**src/rtl/base64_stream_encoder_top_macros.svh**
```systemverilog
// ----------------------------------------------------------------------------
// Base64 stream encoder - assertion macros
// Clocked assertion helpers shared by the encoder modules.
// ----------------------------------------------------------------------------
`ifndef BASE64_STREAM_ENCODER_TOP_MACROS_SVH
`define BASE64_STREAM_ENCODER_TOP_MACROS_SVH

`ifndef SYNTHESIS
// prop must hold at every edge out of reset
`define B64E_ASSERT(label, clk, rst_n, prop) \
  label: assert property (@(posedge clk) disable iff (!rst_n) prop) \
    else $error("b64enc assertion failed");
// cond must never be seen out of reset
`define B64E_NEVER(label, clk, rst_n, cond) \
  `B64E_ASSERT(label, clk, rst_n, !(cond))
`else
`define B64E_ASSERT(label, clk, rst_n, prop)
`define B64E_NEVER(label, clk, rst_n, cond)
`endif

`endif

```
**src/rtl/b64enc_pkg.sv**
```systemverilog
// ----------------------------------------------------------------------------
// b64enc_pkg
// Types, constants and the sextet alphabet of the Base64 stream encoder.
// ----------------------------------------------------------------------------
package b64enc_pkg;

  localparam int unsigned CHAR_W         = 7;
  localparam int unsigned MAX_CHARS      = 4;
  localparam int unsigned QUEUE_DEPTH_DEF = 2;

  localparam logic [CHAR_W-1:0] CHAR_PAD   = 7'd61;  // '='
  localparam logic [CHAR_W-1:0] CHAR_PLUS  = 7'd43;  // '+'
  localparam logic [CHAR_W-1:0] CHAR_SLASH = 7'd47;  // '/'
  localparam logic [CHAR_W-1:0] CHAR_UPPER = 7'd65;  // 'A'
  localparam logic [CHAR_W-1:0] CHAR_LOWER = 7'd71;  // 'a' minus 26
  localparam logic [CHAR_W-1:0] CHAR_DIGIT = 7'd4;   // 52 minus '0'

  // One input byte: up to four characters, emitted slot 0 upwards
  typedef struct packed {
    logic [MAX_CHARS-1:0][CHAR_W-1:0] chars;
    logic [1:0]                       last_idx;
    logic                             eom;
  } b64enc_cmd_t;

  function automatic logic [CHAR_W-1:0] sextet_char(input logic [5:0] v);
    logic [CHAR_W-1:0] c;
    if (v < 6'd26) begin
      c = CHAR_UPPER + {1'b0, v};
    end else if (v < 6'd52) begin
      c = CHAR_LOWER + {1'b0, v};
    end else if (v < 6'd62) begin
      c = {1'b0, v} - CHAR_DIGIT;
    end else if (v == 6'd62) begin
      c = CHAR_PLUS;
    end else begin
      c = CHAR_SLASH;
    end
    return c;
  endfunction

endpackage

```
**src/rtl/b64enc_front.sv**
```systemverilog
// ----------------------------------------------------------------------------
// b64enc_front
// Accepts message bytes, tracks the group phase and builds character words.
// ----------------------------------------------------------------------------
`include "base64_stream_encoder_top_macros.svh"

module b64enc_front
  import b64enc_pkg::*;
(
  input  logic        clk_i,
  input  logic        rst_ni,
  input  logic        cfg_we_i,
  input  logic        cfg_wdata_i,
  input  logic        in_valid_i,
  output logic        in_ready_o,
  input  logic [7:0]  in_byte_i,
  input  logic        in_eom_i,
  output logic        push_o,
  output b64enc_cmd_t cmd_o,
  input  logic        full_i
);

  localparam logic [1:0] PH_FIRST  = 2'd0;
  localparam logic [1:0] PH_SECOND = 2'd1;
  localparam logic [1:0] PH_THIRD  = 2'd2;

  logic [1:0] phase_q, phase_d, phase_nx;
  logic [5:0] left_q, left_d, left_nx;
  logic       pad_q;
  logic       accept;

  assign in_ready_o = !full_i;
  assign accept     = in_valid_i && !full_i;
  assign push_o     = accept;

  always_comb begin
    cmd_o        = '0;
    cmd_o.eom    = in_eom_i;
    phase_nx     = PH_FIRST;
    left_nx      = '0;
    unique case (phase_q)
      PH_FIRST: begin
        cmd_o.chars[0] = sextet_char(in_byte_i[7:2]);
        left_nx        = {in_byte_i[1:0], 4'b0};
        phase_nx       = PH_SECOND;
      end
      PH_SECOND: begin
        cmd_o.chars[0] = sextet_char(left_q | {2'b0, in_byte_i[7:4]});
        left_nx        = {in_byte_i[3:0], 2'b0};
        phase_nx       = PH_THIRD;
      end
      default: begin
        // third byte (and the unused phase code) closes the group
        cmd_o.chars[0] = sextet_char(left_q | {4'b0, in_byte_i[7:6]});
        cmd_o.chars[1] = sextet_char(in_byte_i[5:0]);
        cmd_o.last_idx = 2'd1;
      end
    endcase

    // flush leftover bits on a partial final group, with '=' padding when pad_enable is set
    if (in_eom_i && phase_nx != PH_FIRST) begin
      cmd_o.chars[1] = sextet_char(left_nx);
      cmd_o.chars[2] = CHAR_PAD;
      cmd_o.chars[3] = CHAR_PAD;
      if (!pad_q) begin
        cmd_o.last_idx = 2'd1;
      end else if (phase_nx == PH_SECOND) begin
        cmd_o.last_idx = 2'd3;
      end else begin
        cmd_o.last_idx = 2'd2;
      end
    end
  end

  always_comb begin
    phase_d = phase_q;
    left_d  = left_q;
    if (accept) begin
      phase_d = in_eom_i ? PH_FIRST : phase_nx;
      left_d  = in_eom_i ? 6'd0 : left_nx;
    end
  end

  always_ff @(posedge clk_i or negedge rst_ni) begin
    if (!rst_ni) begin
      phase_q <= PH_FIRST;
      left_q  <= '0;
      pad_q   <= 1'b1;
    end else begin
      phase_q <= phase_d;
      left_q  <= left_d;
      if (cfg_we_i) begin
        pad_q <= cfg_wdata_i;
      end
    end
  end

  `B64E_NEVER(a_phase_legal, clk_i, rst_ni, phase_q == 2'd3)

endmodule

```
**src/rtl/b64enc_queue.sv**
```systemverilog
// ----------------------------------------------------------------------------
// b64enc_queue
// Short FIFO of character words between the front and the back.
// ----------------------------------------------------------------------------
`include "base64_stream_encoder_top_macros.svh"

module b64enc_queue
  import b64enc_pkg::*;
#(
  parameter int unsigned Depth = QUEUE_DEPTH_DEF
) (
  input  logic        clk_i,
  input  logic        rst_ni,
  input  logic        push_i,
  input  b64enc_cmd_t push_cmd_i,
  output logic        full_o,
  input  logic        pop_i,
  output logic        valid_o,
  output b64enc_cmd_t head_o
);

  localparam int unsigned PtrW = (Depth > 1) ? $clog2(Depth) : 1;
  localparam int unsigned CntW = $clog2(Depth + 1);
  localparam logic [PtrW-1:0] LastPtr = PtrW'(Depth - 1);
  localparam logic [CntW-1:0] Full    = CntW'(Depth);

  b64enc_cmd_t       mem_q [Depth];
  logic [PtrW-1:0]   wr_q, wr_d, rd_q, rd_d;
  logic [CntW-1:0]   cnt_q, cnt_d;
  logic              do_push, do_pop;

  assign full_o  = (cnt_q == Full);
  assign valid_o = (cnt_q != '0);
  assign head_o  = mem_q[rd_q];
  assign do_push = push_i && !full_o;
  assign do_pop  = pop_i && valid_o;

  always_comb begin
    wr_d  = wr_q;
    rd_d  = rd_q;
    cnt_d = cnt_q;
    if (do_push) begin
      wr_d = (wr_q == LastPtr) ? '0 : wr_q + 1'b1;
    end
    if (do_pop) begin
      rd_d = (rd_q == LastPtr) ? '0 : rd_q + 1'b1;
    end
    if (do_push && !do_pop) begin
      cnt_d = cnt_q + 1'b1;
    end else if (do_pop && !do_push) begin
      cnt_d = cnt_q - 1'b1;
    end
  end

  always_ff @(posedge clk_i or negedge rst_ni) begin
    if (!rst_ni) begin
      wr_q  <= '0;
      rd_q  <= '0;
      cnt_q <= '0;
    end else begin
      wr_q  <= wr_d;
      rd_q  <= rd_d;
      cnt_q <= cnt_d;
    end
  end

  always_ff @(posedge clk_i) begin
    if (do_push) begin
      mem_q[wr_q] <= push_cmd_i;
    end
  end

  `B64E_ASSERT(a_cnt_bound, clk_i, rst_ni, cnt_q <= Full)
  `B64E_NEVER(a_push_full, clk_i, rst_ni, push_i && full_o)

endmodule

```
**src/rtl/b64enc_back.sv**
```systemverilog
// ----------------------------------------------------------------------------
// b64enc_back
// Walks the characters of the head word and drives the output register.
// ----------------------------------------------------------------------------
`include "base64_stream_encoder_top_macros.svh"

module b64enc_back
  import b64enc_pkg::*;
(
  input  logic              clk_i,
  input  logic              rst_ni,
  input  logic              q_valid_i,
  input  b64enc_cmd_t       q_head_i,
  output logic              q_pop_o,
  output logic              out_valid_o,
  input  logic              out_ready_i,
  output logic [CHAR_W-1:0] out_char_o,
  output logic              out_last_o
);

  logic [1:0]        idx_q, idx_d;
  logic              vld_q, vld_d;
  logic [CHAR_W-1:0] char_q, char_d;
  logic              last_q, last_d;
  logic              load, at_end;

  assign load    = !vld_q || out_ready_i;
  assign at_end  = (idx_q == q_head_i.last_idx);
  assign q_pop_o = load && q_valid_i && at_end;

  always_comb begin
    idx_d  = idx_q;
    vld_d  = vld_q;
    char_d = char_q;
    last_d = last_q;
    if (load) begin
      vld_d  = q_valid_i;
      char_d = q_head_i.chars[idx_q];
      last_d = q_head_i.eom && at_end;
      if (q_valid_i) begin
        idx_d = at_end ? 2'd0 : idx_q + 2'd1;
      end
    end
  end

  always_ff @(posedge clk_i or negedge rst_ni) begin
    if (!rst_ni) begin
      idx_q <= '0;
      vld_q <= 1'b0;
    end else begin
      idx_q <= idx_d;
      vld_q <= vld_d;
    end
  end

  always_ff @(posedge clk_i) begin
    char_q <= char_d;
    last_q <= last_d;
  end

  assign out_valid_o = vld_q;
  assign out_char_o  = char_q;
  assign out_last_o  = last_q;

  `B64E_ASSERT(a_idx_in_word, clk_i, rst_ni, !q_valid_i || idx_q <= q_head_i.last_idx)
  `B64E_ASSERT(a_idx_needs_word, clk_i, rst_ni, idx_q == 2'd0 || q_valid_i)

endmodule

```
**src/rtl/base64_stream_encoder_top.sv**
```systemverilog
// ----------------------------------------------------------------------------
// base64_stream_encoder_top
// Byte stream in, Base64 character stream out (standard alphabet).
// ----------------------------------------------------------------------------
// Usage:
//  - Slave side takes one message byte per word in tdata; tlast marks the
//    final byte of a message. Messages hold at least one byte.
//  - Master side gives one ASCII character per word in tdata[6:0]; tlast is
//    set on the final character of each encoded message.
//  - cfg_we_i/cfg_wdata_i write pad_enable (reset 1), sampled on the last
//    byte of a message; write only while the block is idle.
//  - Each byte yields one or two characters, up to four on the last byte
//    (flush plus '=' padding). The output register sends one character per
//    cycle while m_axis_tready_i is high.
//  - With the back free, the first character of a byte enters the queue at
//    the edge that takes the byte and then loads into the output register.
//  - Stalls: the output register and the word queue absorb back-pressure;
//    tready on the slave side drops only once the queue is full.
//  - Reset clears group phase, leftover bits and the queue; pad_enable
//    returns to 1. No clearing pass is needed.
// ----------------------------------------------------------------------------
module base64_stream_encoder_top
  import b64enc_pkg::*;
#(
  parameter int unsigned QueueDepth = QUEUE_DEPTH_DEF
) (
  input  logic       clk_i,
  input  logic       rst_ni,
  // configuration: pad_enable
  input  logic       cfg_we_i,
  input  logic       cfg_wdata_i,
  // byte input
  input  logic       s_axis_tvalid_i,
  output logic       s_axis_tready_o,
  input  logic [7:0] s_axis_tdata_i,   // [7:0] data_byte
  input  logic       s_axis_tlast_i,   // end_of_message
  // character output
  output logic       m_axis_tvalid_o,
  input  logic       m_axis_tready_i,
  output logic [7:0] m_axis_tdata_o,   // [6:0] out_char, [7] zero
  output logic       m_axis_tlast_o    // last_char
);

  b64enc_cmd_t       push_cmd, head_cmd;
  logic              push, full, pop, q_valid;
  logic [CHAR_W-1:0] out_char;

  // front: phase tracking and character lookup per byte
  b64enc_front u_front (
    .clk_i       (clk_i),
    .rst_ni      (rst_ni),
    .cfg_we_i    (cfg_we_i),
    .cfg_wdata_i (cfg_wdata_i),
    .in_valid_i  (s_axis_tvalid_i),
    .in_ready_o  (s_axis_tready_o),
    .in_byte_i   (s_axis_tdata_i),
    .in_eom_i    (s_axis_tlast_i),
    .push_o      (push),
    .cmd_o       (push_cmd),
    .full_i      (full)
  );

  // decouples byte intake from character emission
  b64enc_queue #(
    .Depth (QueueDepth)
  ) u_queue (
    .clk_i      (clk_i),
    .rst_ni     (rst_ni),
    .push_i     (push),
    .push_cmd_i (push_cmd),
    .full_o     (full),
    .pop_i      (pop),
    .valid_o    (q_valid),
    .head_o     (head_cmd)
  );

  // back: one character per cycle into the output register while it is not stalled
  b64enc_back u_back (
    .clk_i       (clk_i),
    .rst_ni      (rst_ni),
    .q_valid_i   (q_valid),
    .q_head_i    (head_cmd),
    .q_pop_o     (pop),
    .out_valid_o (m_axis_tvalid_o),
    .out_ready_i (m_axis_tready_i),
    .out_char_o  (out_char),
    .out_last_o  (m_axis_tlast_o)
  );

  assign m_axis_tdata_o = {1'b0, out_char};

endmodule
```
**config.mk**
```make
export PLATFORM = sky130hd
export DESIGN_NAME = base64_stream_encoder_top
export DESIGN_NICKNAME = d
export VERILOG_FILES = /design/src/rtl/b64enc_pkg.sv /design/src/rtl/b64enc_front.sv /design/src/rtl/b64enc_queue.sv /design/src/rtl/b64enc_back.sv /design/src/rtl/base64_stream_encoder_top.sv
export VERILOG_INCLUDE_DIRS = /design/src /design/src/rtl
export SDC_FILE = /design/constraint.sdc
export NUM_CORES = 1
export LEC_CHECK = 0
export BUFFER_PORTS_ARGS = -buffer_cell sky130_fd_sc_hd__buf_2
export CORE_AREA = 2 2 106 108
export DETAILED_ROUTE_END_ITERATION = 6
export DIE_AREA = 0 0 108 110
export PLACE_DENSITY = 0.61
export SETUP_SLACK_MARGIN = 0.5
export SYNTH_ARGS = -nofsm -noshare
export SYNTH_HDL_FRONTEND = slang
export SYNTH_SLANG_ARGS = --single-unit
```
**constraint.sdc**
```tcl
create_clock -name clk_i -period 3.2 [get_ports clk_i]
set_input_delay 0.64 -clock clk_i [delete_from_list [all_inputs] [get_ports clk_i]]
set_output_delay 0.64 -clock clk_i [all_outputs]
set_load 0.01 [all_outputs]
```
==> results.cfg <==
[global_routing]
grt_max_degree = 21
grt_first_pass_wirelength_um = 16300
antenna_found_initial = 0
grt_pass1_vias = 3070
track_usage_pct = 17.7
overflow = 0

[synth]
synth_seq_area_share_pct = 40.1
synth.distinct_cells = 69
synth_mux_area_share_pct = 7.68
netlist_area_sq_mm = 0.00417
yosysTopAreaCell = edfxtp_1
synth_edf_count = 44
synthSimpleGateAreaFrac_pct = 14.6
synthXorXnorAreaFrac_pct = 3.78
synth_top_area_share_pct = 31.7
yosysWarnings = 0
ys_async_sr_fraction_pct = 24.1
ys_top_cells_by_area = edfxtp_1, dfrtp_1, ha_1
synth-seq-cells = 58
avgSynthCellArea_sq_um = 9.93
synth_ff_type = edfxtp_1
synth_top_family_by_area = compound AO/OA/AOI/OAI gates
synth_cells = 420
syn_nets = 461
synth_compound_area_share_pct = 19.9
synth_adder_area_share_pct = 7.98

[critical_path]
required_ns = 3.27
end_kind = flip-flop
cp_slowest_cell = or3_1
worstPathCellList = buf_2, inv_1, ha_1, nand2b_1, or3_1, o311a_1, o211a_1, a211o_1
crit_type = in2reg
crit_path_max_incr_delay_ns = 0.39
critPathMaxFanout = 20
cp.arrival_ns = 2.64
crit_path_start_kind = input pin

[cts]
h-tree-depth = 3
cts_tree = yes
cts.path.max_buffers = 2
hold_buffers = 0
clockRootBuffer = clkbuf_8
clk_latency_ns = 0.33
numCtsBuffers = 9
cts.clk_slew.worst_paths_ns = 0.06
cts_num_sinks = 58

[placed_design]
gp_congestion = 0.922
place_area_sq_mm = 0.00442
port_buffers = 24
dpl.hpwl_um = 7450

[route]
dr.pass1.iters = 5
wirelength_um = 9910
vias_per_cell = 5.66
drcViolationCount = 0
ant_nets = 0
wl_per_cell_um = 16.9
vias = 3318
drt_iter0_markers = 314

[timing]
final_max_slew_viol_count = 0
fmax_mhz = 390
hold_viol = 0
worst_pin_slew_ns = 0.839
min_period_ns = 2.57
max-slew-margin-rel_pct = 44.1
setup_viol = 0
timing.hold.ws_ns = 0.188
finalCritPeriodShare_pct = 80.2
fin_tns_setup_ns = 0
rsz0062_at_grt = false
clock-skew-final_ns = 0.00625

[die]
dieArea_sq_mm = 0.0119
design.core.area_sq_mm = 0.0107
initial_core_util_pct = 39.0
pin_count = 26
die_h_um = 110
die_width_um = 108
row_count = 38

[cells_and_area]
fillerInstances = 1041
register_area_sq_mm = 0.00167
multi_input_area_sq_mm = 0.00226
area_growth_syn_to_layout_pct = 9.75
drive_gt1_share_pct = 15.7
n_antenna_cell = 0
finish.instance_area_sq_mm = 0.00458
fin_nets = 482

[run]
cap_violations = 0

[hold_path]
hold_class = in2async

[pwr]
p_per_area_mw_per_mm2 = 767
leakage_nw = 1.84
power_mw = 3.51
ir_worst_vdd_uv = 321

[run_status]
status = finished, final reports clean
## cells by family after synthesis
family	count (synthesis)
other	1
AND/OR/NAND/NOR	117
AO/OA/AOI/OAI	125
adder cells (fa/ha/maj)	26
multiplexers	23
flip-flops	58
buffers and inverters	52
XOR/XNOR	18
## Yosys cell counts (6+ instances only)
cell type,instances
nand2b_1,10
inv_1,22
nor2b_1,10
edfxtp_1,44
nand3_1,13
xnor2_1,13
nand2_1,32
a21oi_1,27
a21o_1,7
nor3_1,10
clkbuf_1,9
ha_1,25
o211ai_1,6
buf_2,11
mux2i_1,14
o21ai_0,33
mux4_2,7
nor2_1,14
dfrtp_1,13
## per-layer routing
metal | part of all wire [%] | global-route usage (%)
met1 | 47 | 24.4
met2 | 47 | 28.8
met3 | 3.6 | 2.12
met4 | 2.2 | 6.78
met5 | 0 | 0
## registers in the layout, indices dropped and copies added, names as in the netlist
name / flops
u_front.left_q: 4
u_queue.rd_q: 1
u_queue.cnt_q: 2
u_front.phase_q: 2
u_queue.wr_q: 1
u_queue.mem_q: 36
u_front.pad_q: 1
u_back.out_last_o: 1
u_back.out_char_o: 7
u_back.out_valid_o: 1
u_back.idx_q: 2
## critical path: cells and delay by family
family                   cells  cell delay, ns
buffers and inverters        2            0.42
AO/OA/AOI/OAI                3            0.62
adder cells (fa/ha/maj)      1            0.27
AND/OR/NAND/NOR              2            0.68
## where the power goes
group | leakage, nW | internal, mW | total (mW) | switching, mW
clock network | 0.0816 | 0.274 | 0.542 | 0.267
logic | 1.17 | 0.683 | 1.58 | 0.895
registers | 0.590 | 1.20 | 1.39 | 0.195
## layout by cell type (no fill, tap or decap), types with 10 or more instances in the layout
cell type	netlist	routed
nand2b_1	10	10
ha_1	25	25
nor2_1	14	14
nor2b_1	10	10
a21oi_1	27	27
edfxtp_1	44	44
dfrtp_1	13	13
buf_4	5	14
nand2_1	32	32
nand3_1	13	13
nor3_1	10	10
inv_1	22	22
xnor2_1	13	13
mux2i_1	14	14
o21ai_0	33	33
buf_2	11	24
## final timing paths
check | from | end | slack [ns] | depth (start not counted)
max in group asynchronous | rst_ni | u_front.pad_q | 2.72 | 1
min reg2reg | u_queue.wr_q | u_queue.wr_q | 0.49 | 1
min in group clk_i | u_queue.wr_q | u_queue.wr_q | 0.49 | 1
max | s_axis_tdata_i[4] | u_queue.mem_q[1][5] | 0.63 | 8
min | rst_ni | u_back.idx_q[1] | 0.19 | 1
max reg2reg | u_front.left_q[2] | u_queue.mem_q[1][6] | 0.65 | 9
## per-stage QoR
| stage | cells | utilization [%] | setup WS, ns |
|---|---|---|---|
| floorplan | 420 | - | 0.580 |
| global placement | 569 | 41.3 | 0.389 |
| detailed placement | 569 | 41.3 | 0.273 |
| CTS | 585 | 42.7 | 0.638 |
| global route | 586 | 42.8 | 0.503 |
| finish | 586 | 42.8 | 0.634 |
## cell type report
class | instances | area share (%)
inverter | 24 | 1.97
clock inverter | 4 | 0.410
clock buffer | 12 | 2.95
multi-input combinational | 310 | 49.4
tap | 140 | 3.83
timing repair buffer | 38 | 4.92
sequential | 58 | 36.5
## repair_timing
| item | 4_1_cts | 5_1_grt |
|---|---|---|
| endpoints found under the hold margin | 0 | 0 |
| endpoints found under the setup margin | 0 | 3 |
| buffers inserted | 0 | 1 |
| resized for setup | 0 | 1 |
(Power assumes the default switching activity.)
